[src/hdl/dpa_pkg.sv]
// Shared types and constants of the difference-of-means engine.
package dpa_pkg;

   localparam int THRESH_W    = 6;
   localparam int SAMPLE_W    = 16;
   localparam int SUM_W       = 40;
   localparam int FRAC_W      = 16;
   localparam int DIVIDEND_W  = SUM_W + FRAC_W;
   localparam int MEAN_W      = DIVIDEND_W + 1;
   localparam int DIFF_W      = 32;
   localparam int STEP_W      = $clog2(DIVIDEND_W + 1);

   localparam logic [THRESH_W-1:0] THRESH_RESET = 6'd4;
   localparam logic [SUM_W-1:0] SUM_MAX = {1'b0, {(SUM_W-1){1'b1}}};
   localparam logic [SUM_W-1:0] SUM_MIN = {1'b1, {(SUM_W-1){1'b0}}};

   typedef enum logic [1:0] {
      CMD_ACCUMULATE = 2'd0,
      CMD_READ       = 2'd1,
      CMD_CLEAR      = 2'd2,
      CMD_SPARE      = 2'd3
   } command_type;

   typedef enum logic [1:0] {
      OP_ACC   = 2'd0,
      OP_READ  = 2'd1,
      OP_CLEAR = 2'd2
   } op_type;

   typedef struct packed {
      op_type                     op;
      logic                       in_range;
      logic                       low_group;
      logic [2:0]                 sbox;
      logic [5:0]                 guess;
      logic [6:0]                 point;
      logic signed [SAMPLE_W-1:0] sample;
   } entry_type;

endpackage

[src/hdl/dpa_front.sv]
// Front end: takes request words, holds the split threshold and classifies each word.
module dpa_front #(
   parameter int NUM_SBOX    = 8,
   parameter int KEY_GUESSES = 64,
   parameter int POINTS      = 128
) (
   input  logic                  clock,
   input  logic                  reset,
   input  logic                  req_valid,
   output logic                  req_stall,
   input  logic [1:0]            req_command,
   input  logic [2:0]            req_sbox_index,
   input  logic [5:0]            req_key_guess,
   input  logic [6:0]            req_point_index,
   input  logic [5:0]            req_hamming_weight,
   input  logic signed [15:0]    req_sample,
   input  logic                  csr_write_enable,
   input  logic [5:0]            csr_write_data,
   input  logic                  hold,
   input  logic                  queue_full,
   output logic                  push,
   output dpa_pkg::entry_type    push_data
);
   import dpa_pkg::*;

   logic [THRESH_W-1:0] thresh_ff, thresh_in;
   op_type              op;

   always_comb begin
      thresh_in = thresh_ff;
      if (csr_write_enable) begin
         thresh_in = csr_write_data;
      end
   end

   always_ff @(posedge clock) begin
      if (reset) begin
         thresh_ff <= THRESH_RESET;
      end else begin
         thresh_ff <= thresh_in;
      end
   end

   always_comb begin
      case (command_type'(req_command))
         CMD_ACCUMULATE: op = OP_ACC;
         CMD_CLEAR:      op = OP_CLEAR;
         default:        op = OP_READ;
      endcase
   end

   assign req_stall = queue_full | hold;
   assign push      = req_valid & ~req_stall;

   always_comb begin
      push_data.op        = op;
      push_data.in_range  = (32'(req_sbox_index) < NUM_SBOX)
                          && (32'(req_key_guess) < KEY_GUESSES)
                          && (32'(req_point_index) < POINTS);
      push_data.low_group = req_hamming_weight < thresh_ff;
      push_data.sbox      = req_sbox_index;
      push_data.guess     = req_key_guess;
      push_data.point     = req_point_index;
      push_data.sample    = req_sample;
   end

endmodule

[config.mk]
export PLATFORM = sky130hd
export DESIGN_NAME = dpa_front
export DESIGN_NICKNAME = d
export VERILOG_FILES = /design/src/hdl/dpa_pkg.sv /design/src/hdl/dpa_front.sv
export SDC_FILE = /design/constraint.sdc
export NUM_CORES = 1
export LEC_CHECK = 0
export BUFFER_PORTS_ARGS = -buffer_cell sky130_fd_sc_hd__clkbuf_2
export CAP_MARGIN = 20
export CORE_MARGIN = 2
export CORE_UTILIZATION = 29
export DETAILED_ROUTE_END_ITERATION = 10
export PLACE_DENSITY_LB_ADDON = 0.12
export SLEW_MARGIN = 0
export SYNTH_ARGS = -nofsm -noshare
export SYNTH_HDL_FRONTEND = slang
export SYNTH_SLANG_ARGS = --single-unit
export TNS_END_PERCENT = 30
[constraint.sdc]
create_clock -name clock -period 1.54 [get_ports clock]
set_clock_uncertainty 0.15 [all_clocks]
set_input_delay 0.154 -clock clock [delete_from_list [all_inputs] [get_ports clock]]
set_output_delay 0.154 -clock clock [all_outputs]
set_load 0.01 [all_outputs]
Yosys cells after proc, flatten, opt, wreduce, memory -nomap -nowiden
Cells that the tools add are included.

$add $sub $neg: 0. $mul: 0. Divide/modulo/power cells: 0. Magnitude comparators: 1. Equality and inequality tests: 1. Shift operators: 0. Multiplexer cells: 1. Bitwise gates (word level): 3. Reduce and logical (&&, ||, !) cells: 1.

Operators by type and width (count): $lt A6 B6 Y1 (1); $pmux W2 S2 (1); $eq A2 B2 Y1 const B (1); $logic_not A2 Y1 (1); $and A1 B1 Y1 (1); $not A1 Y1 (1); $or A1 B1 Y1 (1).

Register bits after elaboration: 6. Latch bits: 0. RAM bits: 0. Bits in read-only memories: 0. Output and inout bits: 38. Word-level logic and storage cells: 8. Memories kept: 0.

Logic depth before layout (Yosys ltp)
Depth in word-level cells: 3. Depth in mapped cells: 4. Depth with buffers taken out: 4.

Worst setup path after synthesis
OpenSTA, ideal clock, no wires.

Path type: reg2out. Start point: register thresh_ff[5]. End point: output port push_data[32] in the netlist's numbering. Arrival: 0.999 ns. Data required time: 1.236 ns. Setup slack: 0.237 ns. Stages on the path, launching flop included: 5. Buffers on the path: 0. Cell sequence: dfxtp_1 > inv_1 > ha_1 > nand4_1 > o221a_2.

RTL lines: start, declared (line dpa_front.sv:26) `logic [THRESH_W-1:0] thresh_ff, thresh_in;`; start signal, assigned (line dpa_front.sv:40) `thresh_ff <= thresh_in;`; end, declared (line dpa_front.sv:22) `output dpa_pkg::entry_type push_data`.

==> impl_metrics.toml <==
[status]
status = "finished with violations"
violations = "setup timing"

[final_layout]
drive_gt1_share_pct = 55.07
largest_reg_flops = 6
fin_util_pct = 29.42
syn2layout_area_growth_pct = -4.508
final_cell_count_no_fill = 96
n_antenna_cell = 0
fin_area_sq_um = 583.1
top_regs = "thresh_ff (6)"
regMostFlops = "thresh_ff"
fill_cells = 217
nets = 128

[grt]
grt_overflow = 0
grt_usage_pct = 10.24
antenna_found_initial = 0
grt_max_degree = 8
grt_pass1_wl_um = 1856
grt_pass1_vias = 394

[die]
initial_utilization_pct = 30.81
die_w_um = 49.89
dieArea_sq_mm = 0.002489
coreArea_sq_mm = 0.001982
std_cell_rows = 16
ios = 90
die-height_um = 49.89

[min_path]
hold-path-endpoint = "thresh_ff[0]"
min_from = "csr_write_data[0]"
hp-class = "primary input to register"
min_path_cells = 3

[sta]
grt_setup_unrepaired = "yes"
setup_viol = 1
min_period_ps = 1647
final.setup.tns_ps = -106.8
period_share_pct = 106.9
hold_violations = 0
whs_ps = 4.170
setup_ws_ps = -106.8
fmax_mhz = 607.2
slew_viol_final = 0

[run]
cap_violations = 0

[synthesis]
synth_nets = 133
synthDistinctLibCells = 16
synth_seq_area_share_pct = 19.67
yosysMostFrequentCell = "buf_4"
synth_xor_area_share_pct = 0
synth_top_area_cell = "buf_4"
synth_top_family_by_area = "buffers and inverters"
yosys.area_share.simple_pct = 9.016
ys.flop_type = "dfxtp_1"
synthCells = 76
synth_edf_count = 0
synthTopCellsByArea = "buf_4 42%, dfxtp_1 20%, ha_1 10%"
syn_avg_cell_area_sq_um = 8.034
synthMuxAreaShare_pct = 8.197
yosys_warnings = 0
synth_top_cell_area_share_pct = 41.80
synthAdderAreaFrac_pct = 10.25
synth-compound-area-share_pct = 5.533
async_flop_share_pct = 0
ys_seq_elements = 6
synthesis.area_sq_um = 610.6
synth_commonest_cells = "34 x buf_4, 7 x inv_1, 6 x dfxtp_1, 6 x nor2_1"

[worst_setup_path]
endpoint_kind = "primary output"
rrSetupSlack_ps = 790
cp_data_required_time_ps = 1240
worstSetupStartpointType = "register"
reg2reg_depth = 2
crit_type = "register to primary output"
worstReg2RegStart = "thresh_ff[5]"
crit_chain = "inv_2, ha_4, nand4_1, o221a_2, clkbuf_2"
critPathArrivalTime_ps = 1340
cp_slowest_cell = "dfxtp_2"
cp_max_fo = 2
r2r-end = "thresh_ff[5]"
slowest_delay_ps = 330

[routing]
vias = 399
drt_first_iter_violations = 4
drtAntennaViolNets = 0
firstDrtPassIters = 2
via_per_inst = 4.156
wl_per_cell_um = 12.51
drcViolationCount = 0
wl_um = 1201

[pwr]
pwr-share-comb_pct = 25.7
pwr-share-clk_pct = 33.4
power_density_mw_per_mm2 = 717.6
power_switching_w = 0.0001055
power_frac_seq_pct = 40.9
internal-power_w = 0.0003129
ir_worst_vdd_v = 0.0003834
p_sw_share_pct = 25.22
power_leakage_nw = 0.2972

[clock_tree]
cts-root-buf = "clkbuf_4"
clkSlewWorstSetupHoldPaths_ps = 40
htree_num_levels = 1
cts_setup_buffers = 0
clk_latency_ps = 230
clock_path_buffers = 2
cts_sinks = 6
cts_made_buffers = 3
cts_tree = "built"

[place]
dp.cells = 92
place_area_sq_um = 505.5
gp_congestion = 0.6018
place_hpwl_um = 1058
io_buffers = 24
## worst max-delay path: cells and delay by family, from the launching register on
kind	cells	cell delay [ps]
AO/OA/AOI/OAI	1	270
adder cells (fa/ha/maj)	1	250
buffers and inverters	2	170
flip-flops	1	330
AND/OR/NAND/NOR	1	80
## logic make-up (layout without fill, tap and decap cells)
logic type      Yosys count  after routing
mux                       5              5
fa+ha+maj                 5              5
simple gates             12             12
buf+inv                  42             35
compound gates            5              5
other cells               1              1
flops                     6              6
## cell usage in the layout (no fill, tap or decap), types with 2 or more instances in the layout
cell,Yosys,final
clkbuf_2,0,24
nor2_1,6,6
inv_1,7,5
mux2i_1,5,5
ha_4,0,3
clkbuf_4,0,3
dfxtp_1,6,3
dfxtp_2,0,3
inv_2,0,2
a21oi_1,3,2
nand2_1,2,2
ha_1,5,2
## power by group through the flow
stage | Combinational (W) | Clock, W | Sequential [W]
global placement | 0.0000944 | 0 | 0.000172
finish | 0.000107 | 0.000140 | 0.000171
detailed placement | 0.0000936 | 0 | 0.000173
CTS | 0.000107 | 0.000148 | 0.000171
floorplan | 0.000142 | 0 | 0.000171
global route | 0.000124 | 0.000159 | 0.000172
## layer usage
layer / track usage [%] / up-vias / wire (um)
li1: - / 190 / -
met1: 8.088 / 163 / 357
met2: 17.78 / 40 / 615
met3: 6.667 / 6 / 210
met4: 7.407 / 0 / 17
met5: 0 / - / 0
## stage by stage
step / setup WS (ps) / total power [W]
final: -106.8 / 0.0004184
after global routing: -180.3 / 0.0004549
after floorplan: 236.8 / 0.0003131
after global placement: 76.31 / 0.0002668
after detailed placement: 85.06 / 0.0002662
after CTS: -122.7 / 0.0004264
## cell type report
| cell class | instances | area [sq um] | area share (%) |
|---|---|---|---|
| Clock buffer | 3 | 22.52 | 3.863 |
| Inverter | 7 | 26.28 | 4.506 |
| Multi-Input combinational cell | 28 | 246.5 | 42.27 |
| Sequential cell | 6 | 123.9 | 21.24 |
| Timing Repair Buffer | 25 | 130.1 | 22.32 |
| Tap cell | 27 | 33.78 | 5.794 |
## repair_timing
item,CTS,global route
gates resized for setup,8,1
hold buffers,1,0
hold endpoints to repair,1,0
pin swaps,1,0
setup endpoints to repair,1,1
## how the worst max path moves through the flow
stage | start | end | slack [ps]
2_1_floorplan | thresh_ff[5] | push_data[32] | 240
3_3_place_gp | thresh_ff[3] | push_data[32] | 80
3_5_place_dp | thresh_ff[3] | push_data[32] | 90
4_1_cts | thresh_ff[3] | push_data[32] | -120
5_1_grt | thresh_ff[3] | push_data[32] | -180
6_report | thresh_ff[3] | push_data[32] | -110
No activity file was read; power rests on OpenSTA's default activity.
