==> src/hdl/dpa_pkg.sv <==
// Shared types and constants of the difference-of-means engine.
package dpa_pkg;

   localparam int THRESH_W    = 6;
   localparam int SAMPLE_W    = 16;
   localparam int SUM_W       = 40;
   localparam int FRAC_W      = 16;
   localparam int DIVIDEND_W  = SUM_W + FRAC_W;
   localparam int MEAN_W      = DIVIDEND_W + 1;
   localparam int DIFF_W      = 32;
   localparam int STEP_W      = $clog2(DIVIDEND_W + 1);

   localparam logic [THRESH_W-1:0] THRESH_RESET = 6'd4;
   localparam logic [SUM_W-1:0] SUM_MAX = {1'b0, {(SUM_W-1){1'b1}}};
   localparam logic [SUM_W-1:0] SUM_MIN = {1'b1, {(SUM_W-1){1'b0}}};

   typedef enum logic [1:0] {
      CMD_ACCUMULATE = 2'd0,
      CMD_READ       = 2'd1,
      CMD_CLEAR      = 2'd2,
      CMD_SPARE      = 2'd3
   } command_type;

   typedef enum logic [1:0] {
      OP_ACC   = 2'd0,
      OP_READ  = 2'd1,
      OP_CLEAR = 2'd2
   } op_type;

   typedef struct packed {
      op_type                     op;
      logic                       in_range;
      logic                       low_group;
      logic [2:0]                 sbox;
      logic [5:0]                 guess;
      logic [6:0]                 point;
      logic signed [SAMPLE_W-1:0] sample;
   } entry_type;

endpackage

==> src/hdl/dpa_queue.sv <==
// Two-entry queue between the front end and the back end.
module dpa_queue (
   input  logic               clock,
   input  logic               reset,
   input  logic               push,
   input  dpa_pkg::entry_type push_data,
   output logic               full,
   input  logic               pop,
   output dpa_pkg::entry_type pop_data,
   output logic               not_empty
);
   import dpa_pkg::*;

   entry_type  slot_ff [2];
   logic       wr_ptr_ff, wr_ptr_in;
   logic       rd_ptr_ff, rd_ptr_in;
   logic [1:0] fill_ff, fill_in;

   always_comb begin
      wr_ptr_in = wr_ptr_ff ^ push;
      rd_ptr_in = rd_ptr_ff ^ pop;
      fill_in   = fill_ff + 2'(push) - 2'(pop);
   end

   always_ff @(posedge clock) begin
      if (reset) begin
         wr_ptr_ff <= 1'b0;
         rd_ptr_ff <= 1'b0;
         fill_ff   <= 2'd0;
      end else begin
         wr_ptr_ff <= wr_ptr_in;
         rd_ptr_ff <= rd_ptr_in;
         fill_ff   <= fill_in;
      end
   end

   always_ff @(posedge clock) begin
      if (push) begin
         slot_ff[wr_ptr_ff] <= push_data;
      end
   end

   assign full      = fill_ff[1];
   assign not_empty = fill_ff != 2'd0;
   assign pop_data  = slot_ff[rd_ptr_ff];

endmodule

==> config.mk <==
export PLATFORM = sky130hd
export DESIGN_NAME = dpa_queue
export DESIGN_NICKNAME = d
export VERILOG_FILES = /design/src/hdl/dpa_pkg.sv /design/src/hdl/dpa_queue.sv
export SDC_FILE = /design/constraint.sdc
export NUM_CORES = 1
export LEC_CHECK = 0
export BUFFER_PORTS_ARGS = -buffer_cell sky130_fd_sc_hd__buf_2
export CORE_MARGIN = 3
export CORE_UTILIZATION = 47
export DETAILED_ROUTE_END_ITERATION = 7
export PLACE_DENSITY = 0.84
export SYNTH_ARGS = -nofsm -noshare
export SYNTH_HDL_FRONTEND = slang
export SYNTH_SLANG_ARGS = --single-unit
==> constraint.sdc <==
create_clock -name clock -period 1.7 [get_ports clock]
set_input_delay 0.085 -clock clock [delete_from_list [all_inputs] [get_ports clock]]
set_output_delay 0.085 -clock clock [all_outputs]
set_load 0.01 [all_outputs]
Word level (Yosys, flattened, before mapping)
Memory sizes are Yosys's and may differ from the RTL's. A register that Yosys moved wholly into a read port is not among the register bits.
Index checks and enable logic that the tools add are counted.
- $add $sub $neg: 2
- multipliers: 0
- divide/modulo/power cells: 0
- magnitude comparators: 0
- eq/ne operators: 0
- shift-type cells: 0
- mux-type cells: 3
- bitwise gates (word level): 2
- reductions and logical operators: 1
- operator list (cell ; count):
    1-bit two-way mux ; 3
    2-bit by 1-bit adder with 2-bit output ; 1
    2-bit nonzero test ; 1
    2-bit by 1-bit subtractor with 2-bit output ; 1
    1-bit bitwise XOR ; 2
- bits in registers: 4
- bits in latches: 0
- RAM bits: 72
- ROM bits: 0
- output and inout bits: 38
- memories: 1
- memory list (name ; words ; width ; rd ports ; clocked after memory_dff ; wr ports ; line ; text):
    slot_ff ; 2 ; 36 ; 1 ; 1 ; 1 ; dpa_queue.sv:14 ; entry_type slot_ff [2];

Logic depth before layout (Yosys ltp)
Gate-level depths: netlist (run 1).
- depth after elaboration: 2
- depth in mapped cells: 6

Worst setup path before layout (run 1)
No wires, ideal clock.
- kind: reg2reg
- from: register wr_ptr_ff
- to: memory slot_ff[0][0] in the netlist's numbering, enable pin
- library setup time: 0.397 ns
- data arrival time: 1.257 ns
- required time: 1.303 ns
- setup slack: 0.046 ns
- stages on the path, launching flop included: 3
- path buffers: 0
- clock period less this slack: 1.654 ns
- path through: dfxtp_1 inv_1 ha_1
- RTL lines (element ; line ; text):
    from (decl) ; dpa_queue.sv:15 ; logic wr_ptr_ff, wr_ptr_in;
    from (signal assigned) ; dpa_queue.sv:31 ; wr_ptr_ff <= wr_ptr_in;
    to (decl) ; dpa_queue.sv:14 ;
Straight into the memory's write port.

==> results of run 1 <==
stage by stage:
stage                     instance area, µm²  total power (µW)  setup WS, ns  hold WS [ns]
after floorplan                         2940              2630        0.0464         0.152
after global placement                  3430              2820         0.484         0.274
after detailed placement                3430              2840         0.462         0.278
after CTS                               3980              4160         0.106       0.00690
after global routing                    3980              4300        0.0565        0.0106
final                                   3980              4110         0.133        0.0299
worst min path at each step:
stage / startpoint / end / slack, ns / depth (start not counted)
2_1_floorplan: reset / wr_ptr_ff$_SDFF_PP0_ / 0.15 / 1
3_3_place_gp: push_data[7] / slot_ff[0][7]$_DFFE_PP_ / 0.27 / 1
3_5_place_dp: push_data[1] / slot_ff[0][1]$_DFFE_PP_ / 0.28 / 1
4_1_cts: pop / rd_ptr_ff$_SDFF_PP0_ / 0.007 / 3
5_1_grt: pop / rd_ptr_ff$_SDFF_PP0_ / 0.01 / 3
6_report: pop / rd_ptr_ff$_SDFF_PP0_ / 0.03 / 3
flip-flops by register name (all words and copies together), names as in the netlist:
signal / cells
fill_ff: 2
rd_ptr_ff: 1
slot_ff: 72
wr_ptr_ff: 1
layout make-up:
type	instances	area, µm²	share of cell area
sequential	76	2240	0.564
timing repair buffer	118	823	0.207
multi-input combinational	47	624	0.157
clock buffer	11	131	0.0330
tap	75	93.8	0.0236
clock inverter	4	51.3	0.0129
inverter	3	11.3	0.00283
report_power, final:
group | switching [µW] | total, µW | internal [µW] | leakage (µW)
sequential | 41.1 | 2220 | 2180 | 0.000709
combinational | 267 | 629 | 362 | 0.000798
clock | 584 | 1250 | 671 | 0.0000894
worst max-delay path: cells and delay by family, from the launching register on:
kind	cells	cell delay, ns
flops	1	0.43
buf+inv	2	0.37
mux	1	0.35
cell usage after synthesis:
| cell type | n |
|---|---|
| buf_12 | 3 |
| buf_6 | 1 |
| dfxtp_1 | 4 |
| edfxtp_1 | 72 |
| ha_1 | 4 |
| inv_1 | 3 |
| mux2_2 | 7 |
| mux2_4 | 29 |
| nor2_1 | 3 |
| nor2b_1 | 1 |
| or2_2 | 1 |
| xnor2_1 | 1 |
| xnor3_1 | 1 |
metal layers:
layer | wire length [µm] | part of all wire
met1 | 1930 | 0.38
met5 | 0 | 0
met2 | 2830 | 0.56
met4 | 11 | 0.0022
met3 | 293 | 0.058
repair_timing:
action,in CTS,in global routing
endpoints found under the hold margin,76,0
hold buffers,37,0
resized for setup,0,0
endpoints found under the setup margin,0,0
cell families (layout without fill, tap and decap cells):
family / count (synthesis) / count (layout) / share of synthesized area
flip-flops: 76 / 76 / 0.762
multiplexers: 36 / 36 / 0.175
buffers and inverters: 7 / 136 / 0.0280
AND/OR/NAND/NOR: 5 / 5 / 0.00808
adder cells (fa/ha/maj): 4 / 4 / 0.0170
XOR/XNOR: 2 / 2 / 0.0106
==> results by group, run 1 <==
Die
  – Die area: 0.00725 mm²
  – Die span in y: 85.1 µm
  – Die Width: 85.1 µm
  – # rows: 28
  – Initial Util: 0.491
  – I/O Pins: 78
  – Core ar.: 0.00599 mm²

CTS
  – Clock tree buffer depth: 2
  – CTS root buf: clkbuf_8
  – H-tree levels: 3
  – CTS tree: done
  – Worst-path clk slew: 0.07 ns
  – Clock insertion delay at the later pin of the skew report: 0.32 ns
  – Clock sinks: 76
  – Postcts setup bufs: 0
  – Number of CTS-inserted buffers: 9

Finish
  – Fillers: 413
  – Share of cells above drive strength 1: 0.517
  – Core Util, Final: 0.664
  – Most frequent cells in the layout: buf_2, edfxtp_1, dlygate4sd3_1
  – Area Growth Syn to Fin: 35.1%
  – Nets: 299
  – Ant. Diodes: 0
  – Most common cell after layout, fill and taps aside: buf_2
  – Post-layout instance count excluding filler cells: 334

Critical path
  – Crit-path cells: buf_12 > mux2_2 > buf_2
  – CP max stage delay: 0.43 ns
  – Worst Setup End Kind: primary output
  – CP required: 1.62 ns
  – Max FO, Critical Path: 23
  – Crit. Startpoint: rd_ptr_ff$_SDFF_PP0_
  – Critical path class: register to primary output
  – R2r setup slk: 0.47 ns
  – CP Launch Type: register
  – FF-to-FF End: slot_ff[0][8]$_DFFE_PP_
  – Crit path DAT: 1.48 ns
  – Slowest-stage cell, CP: dfxtp_2
  – R2R depth: 3
  – Worst r2r src: wr_ptr_ff$_SDFF_PP0_
  – Crit path capture: pop_data[5]

STA
  – Tcrit/Tclk final: 0.922
  – Worst Tran Pin Value: 0.266 ns
  – Final Max Tran Viols: 0
  – Slew margin rel.: 0.823
  – Fin. Hold Viols: 0
  – RSZ-0062 raised after global routing: false
  – Achievable clock frequency: 638 MHz
  – Clock Skew: 0.00504 ns
  – Minimum clock period: 1.57 ns
  – TNS Setup: 0 ns
  – Endpoints failing setup: 0

GRT
  – Vias in the first global route: 1,690
  – Global Route met1 Usage: 0.161
  – Overflow after GRT: 0
  – GR peak layer: met2
  – Met3 usage: 0.0417
  – Global-route wire length before repair: 8.11 mm
  – GRT met2 Usage: 0.276
  – GRT Resource Usage Total: 0.150
  – Largest net degree at the start of global routing: 29
  – Initial antenna violation count: 0

Power and ir drop
  – Pwr Density: 1030 mW/mm²
  – Peak supply drop: 0.000814 V
  – Leakage: 0.00160 µW

Yosys
  – Seq cells post-synth: 76
  – Mapped Cells: 130
  – Sequential cell area fraction in the yosys report: 0.762
  – Most area-consuming cells after synthesis: edfxtp_1, mux2_4, dfxtp_1, mux2_2, buf_12
  – Post-synth top area cell: edfxtp_1
  – Mapped Area: 0.00294 mm²
  – Syn_area_per_cell: 22.6 µm²
  – Yosys warns: 0
  – Syn Nets: 174
  – Yosys top cell area share: 0.734
  – Synth unique cells: 13

Placed design
  – Post-Place Cells: 282
  – HPWL after detailed placement: 3.27 mm
  – I/O Buffers: 77
  – RD Place Congestion: 0.659

Worst hold path
  – Min-Delay Path Class: input port to register

Route
  – First DRT Iteration DRCs: 34
  – Vias/cell: 4.67
  – WL final: 5.06 mm
  – Routed WL per cell: 15.2 µm
  – Vias: 1,560
  – Pre-Repair DR Iteration Count: 4
  – Final antenna-violating net count: 0
  – Drt drc: 0

Status
  – Outcome: completed

Run
  – # Max-Cap Violations: 0
Note: power is estimated with default switching activity, not from simulation.
==> inputs of run 2 (changes only) <==
==> constraint.sdc (replaced) <==
create_clock -name clock -period 1.7 [get_ports clock]
set_input_delay 0.255 -clock clock [delete_from_list [all_inputs] [get_ports clock]]
set_output_delay 0.255 -clock clock [all_outputs]
set_load 0.01 [all_outputs]
==> run 2 against run 1 <==
Effect of this change: cell area down 5.9%; clock power hardly changed; die area stayed put.
==> results by group, run 2 (same netlist as run 1, synthesis figures left out) <==
GRT
  – Vias in the first global route: 1,610
  – Largest net degree at the start of global routing: 37
  – Global-route wire length before repair: 7.60 mm
  – GRT Resource Usage Total: 0.142
  – Overflow after GRT: 0
  – Initial antenna violation count: 0

Power and ir drop
  – Pwr Density: 1100 mW/mm²
  – Clk pwr share: 0.307
  – Net Switching: 912 µW
  – P_int: 3210 µW
  – Total power: 4120 µW
  – Switch share: 0.221
  – Peak supply drop: 0.000767 V
  – Logic pwr share: 0.151
  – Leakage: 0.00150 µW
  – Seq pwr share: 0.541

Critical path
  – Crit. Startpoint: rd_ptr_ff$_SDFF_PP0_
  – CP required: 1.44 ns
  – R2R depth: 6
  – Max FO, Critical Path: 6
  – Critical path class: register to primary output
  – FF-to-FF End: fill_ff[1]$_SDFF_PP0_
  – CP Launch Type: register
  – Crit path DAT: 1.40 ns
  – Worst Setup End Kind: primary output
  – Worst r2r src: fill_ff[0]$_SDFF_PP0_
  – R2r setup slk: 0.54 ns

Die
  – Die span in y: 85.1 µm
  – Initial Util: 0.491
  – I/O Pins: 78
  – Die Width: 85.1 µm
  – Core ar.: 0.00599 mm²
  – Die area: 0.00725 mm²
  – # rows: 28

Finish
  – Nets: 266
  – Ant. Diodes: 0
  – Most frequent cells in the layout: edfxtp_1, buf_2, mux2_4
  – Area Growth Syn to Fin: 27.1%
  – Cell area after layout: 0.00374 mm²
  – Share of cells above drive strength 1: 0.608
  – Max reg flops: 72
  – Most flops, register: slot_ff
  – Largest registers: slot_ff: 72 flops, fill_ff: 2 flops
  – Most common cell after layout, fill and taps aside: edfxtp_1

Route
  – Routed WL per cell: 16.0 µm
  – Vias: 1,450
  – Pre-Repair DR Iteration Count: 4
  – Final antenna-violating net count: 0
  – First DRT Iteration DRCs: 47
  – Vias/cell: 4.80
  – WL final: 4.84 mm
  – Drt drc: 0

STA
  – TNS Setup: 0 ns
  – Minimum clock period: 1.66 ns
  – Clock Skew: 0.00700 ns
  – Final WS setup: 0.0445 ns
  – Fin. Hold Viols: 0
  – Final Max Tran Viols: 0
  – Tcrit/Tclk final: 0.974
  – Slew margin rel.: 0.854
  – Achievable clock frequency: 604 MHz
  – Endpoints failing setup: 0
  – Hold slack: 0.100 ns
  – RSZ-0062 raised after global routing: true
  – Worst Tran Pin Value: 0.219 ns

Placed design
  – RD Place Congestion: 0.668
  – Area after DPL: 0.00343 mm²
  – HPWL after detailed placement: 3.25 mm
  – Worst slack at placement: 0.269 ns
  – I/O Buffers: 77

Run
  – # Max-Cap Violations: 0

Worst hold path
  – Hold Path Sink: slot_ff[1][16]$_DFFE_PP_
  – Min-Delay Path Class: input port to register
  – Min-delay src: push_data[16]
  – Worst hold path depth: 1

CTS
  – Worst-path clk slew: 0.08 ns
  – CTS root buf: clkbuf_8
  – Clock insertion delay at the later pin of the skew report: 0.34 ns
  – H-tree levels: 3
  – Number of CTS-inserted buffers: 9
  – Clock sinks: 76
  – CTS tree: done
  – Clock tree buffer depth: 2

Status
  – Outcome: completed
==> run 2: final cells by class <==
cell class | count | area, µm²
multi-input cells | 47 | 628
clock inverters | 6 | 55.1
flip-flops and latches | 76 | 2250
clock buffers | 10 | 128
repair buffers | 85 | 581
fillers | 455 | 2250
well taps | 75 | 93.8
inverters | 3 | 11.3
==> run 2: power by group through the flow <==
stage | logic (µW) | registers [µW] | clock network, µW
finish | 624 | 2230 | 1270
global route | 670 | 2240 | 1390
CTS | 595 | 2230 | 1300
detailed placement | 568 | 2270 | 0
global placement | 556 | 2260 | 0
floorplan | 375 | 2260 | 0
==> run 2: routing by layer <==
metal,up-vias,share of wire,track usage
li1,689,-,-
met1,701,0.40,0.155
met2,51,0.51,0.244
met3,9,0.068,0.0583
met4,0,0.019,0.0576
met5,-,0,0
==> run 2: critical path: stages, from the launching register on <==
cell       delay, ns
dfxtp_4         0.45
clkbuf_16       0.18
mux2_4          0.29
buf_2           0.14
==> run 2: worst max-delay path by stage <==
stage / cells after the start / end
floorplan: 2 / slot_ff[0][0]$_DFFE_PP_
global placement: 3 / pop_data[2]
detailed placement: 3 / pop_data[2]
CTS: 3 / pop_data[2]
global route: 3 / pop_data[15]
finish: 3 / pop_data[23]
==> run 2: timing repair <==
item                                    4_1_cts  5_1_grt
hold buffers                                  0        0
endpoints found under the hold margin         0        0
cloned                                        1        1
endpoints found under the setup margin       30        4
gates resized for setup                       3       11
buffers inserted                              2        0
==> run 2: through the flow <==
stage / std cells / utilization
global route: 302 / 0.625
finish: 302 / 0.625
detailed placement: 282 / 0.572
global placement: 282 / 0.572
CTS: 301 / 0.610
floorplan: 130 / -
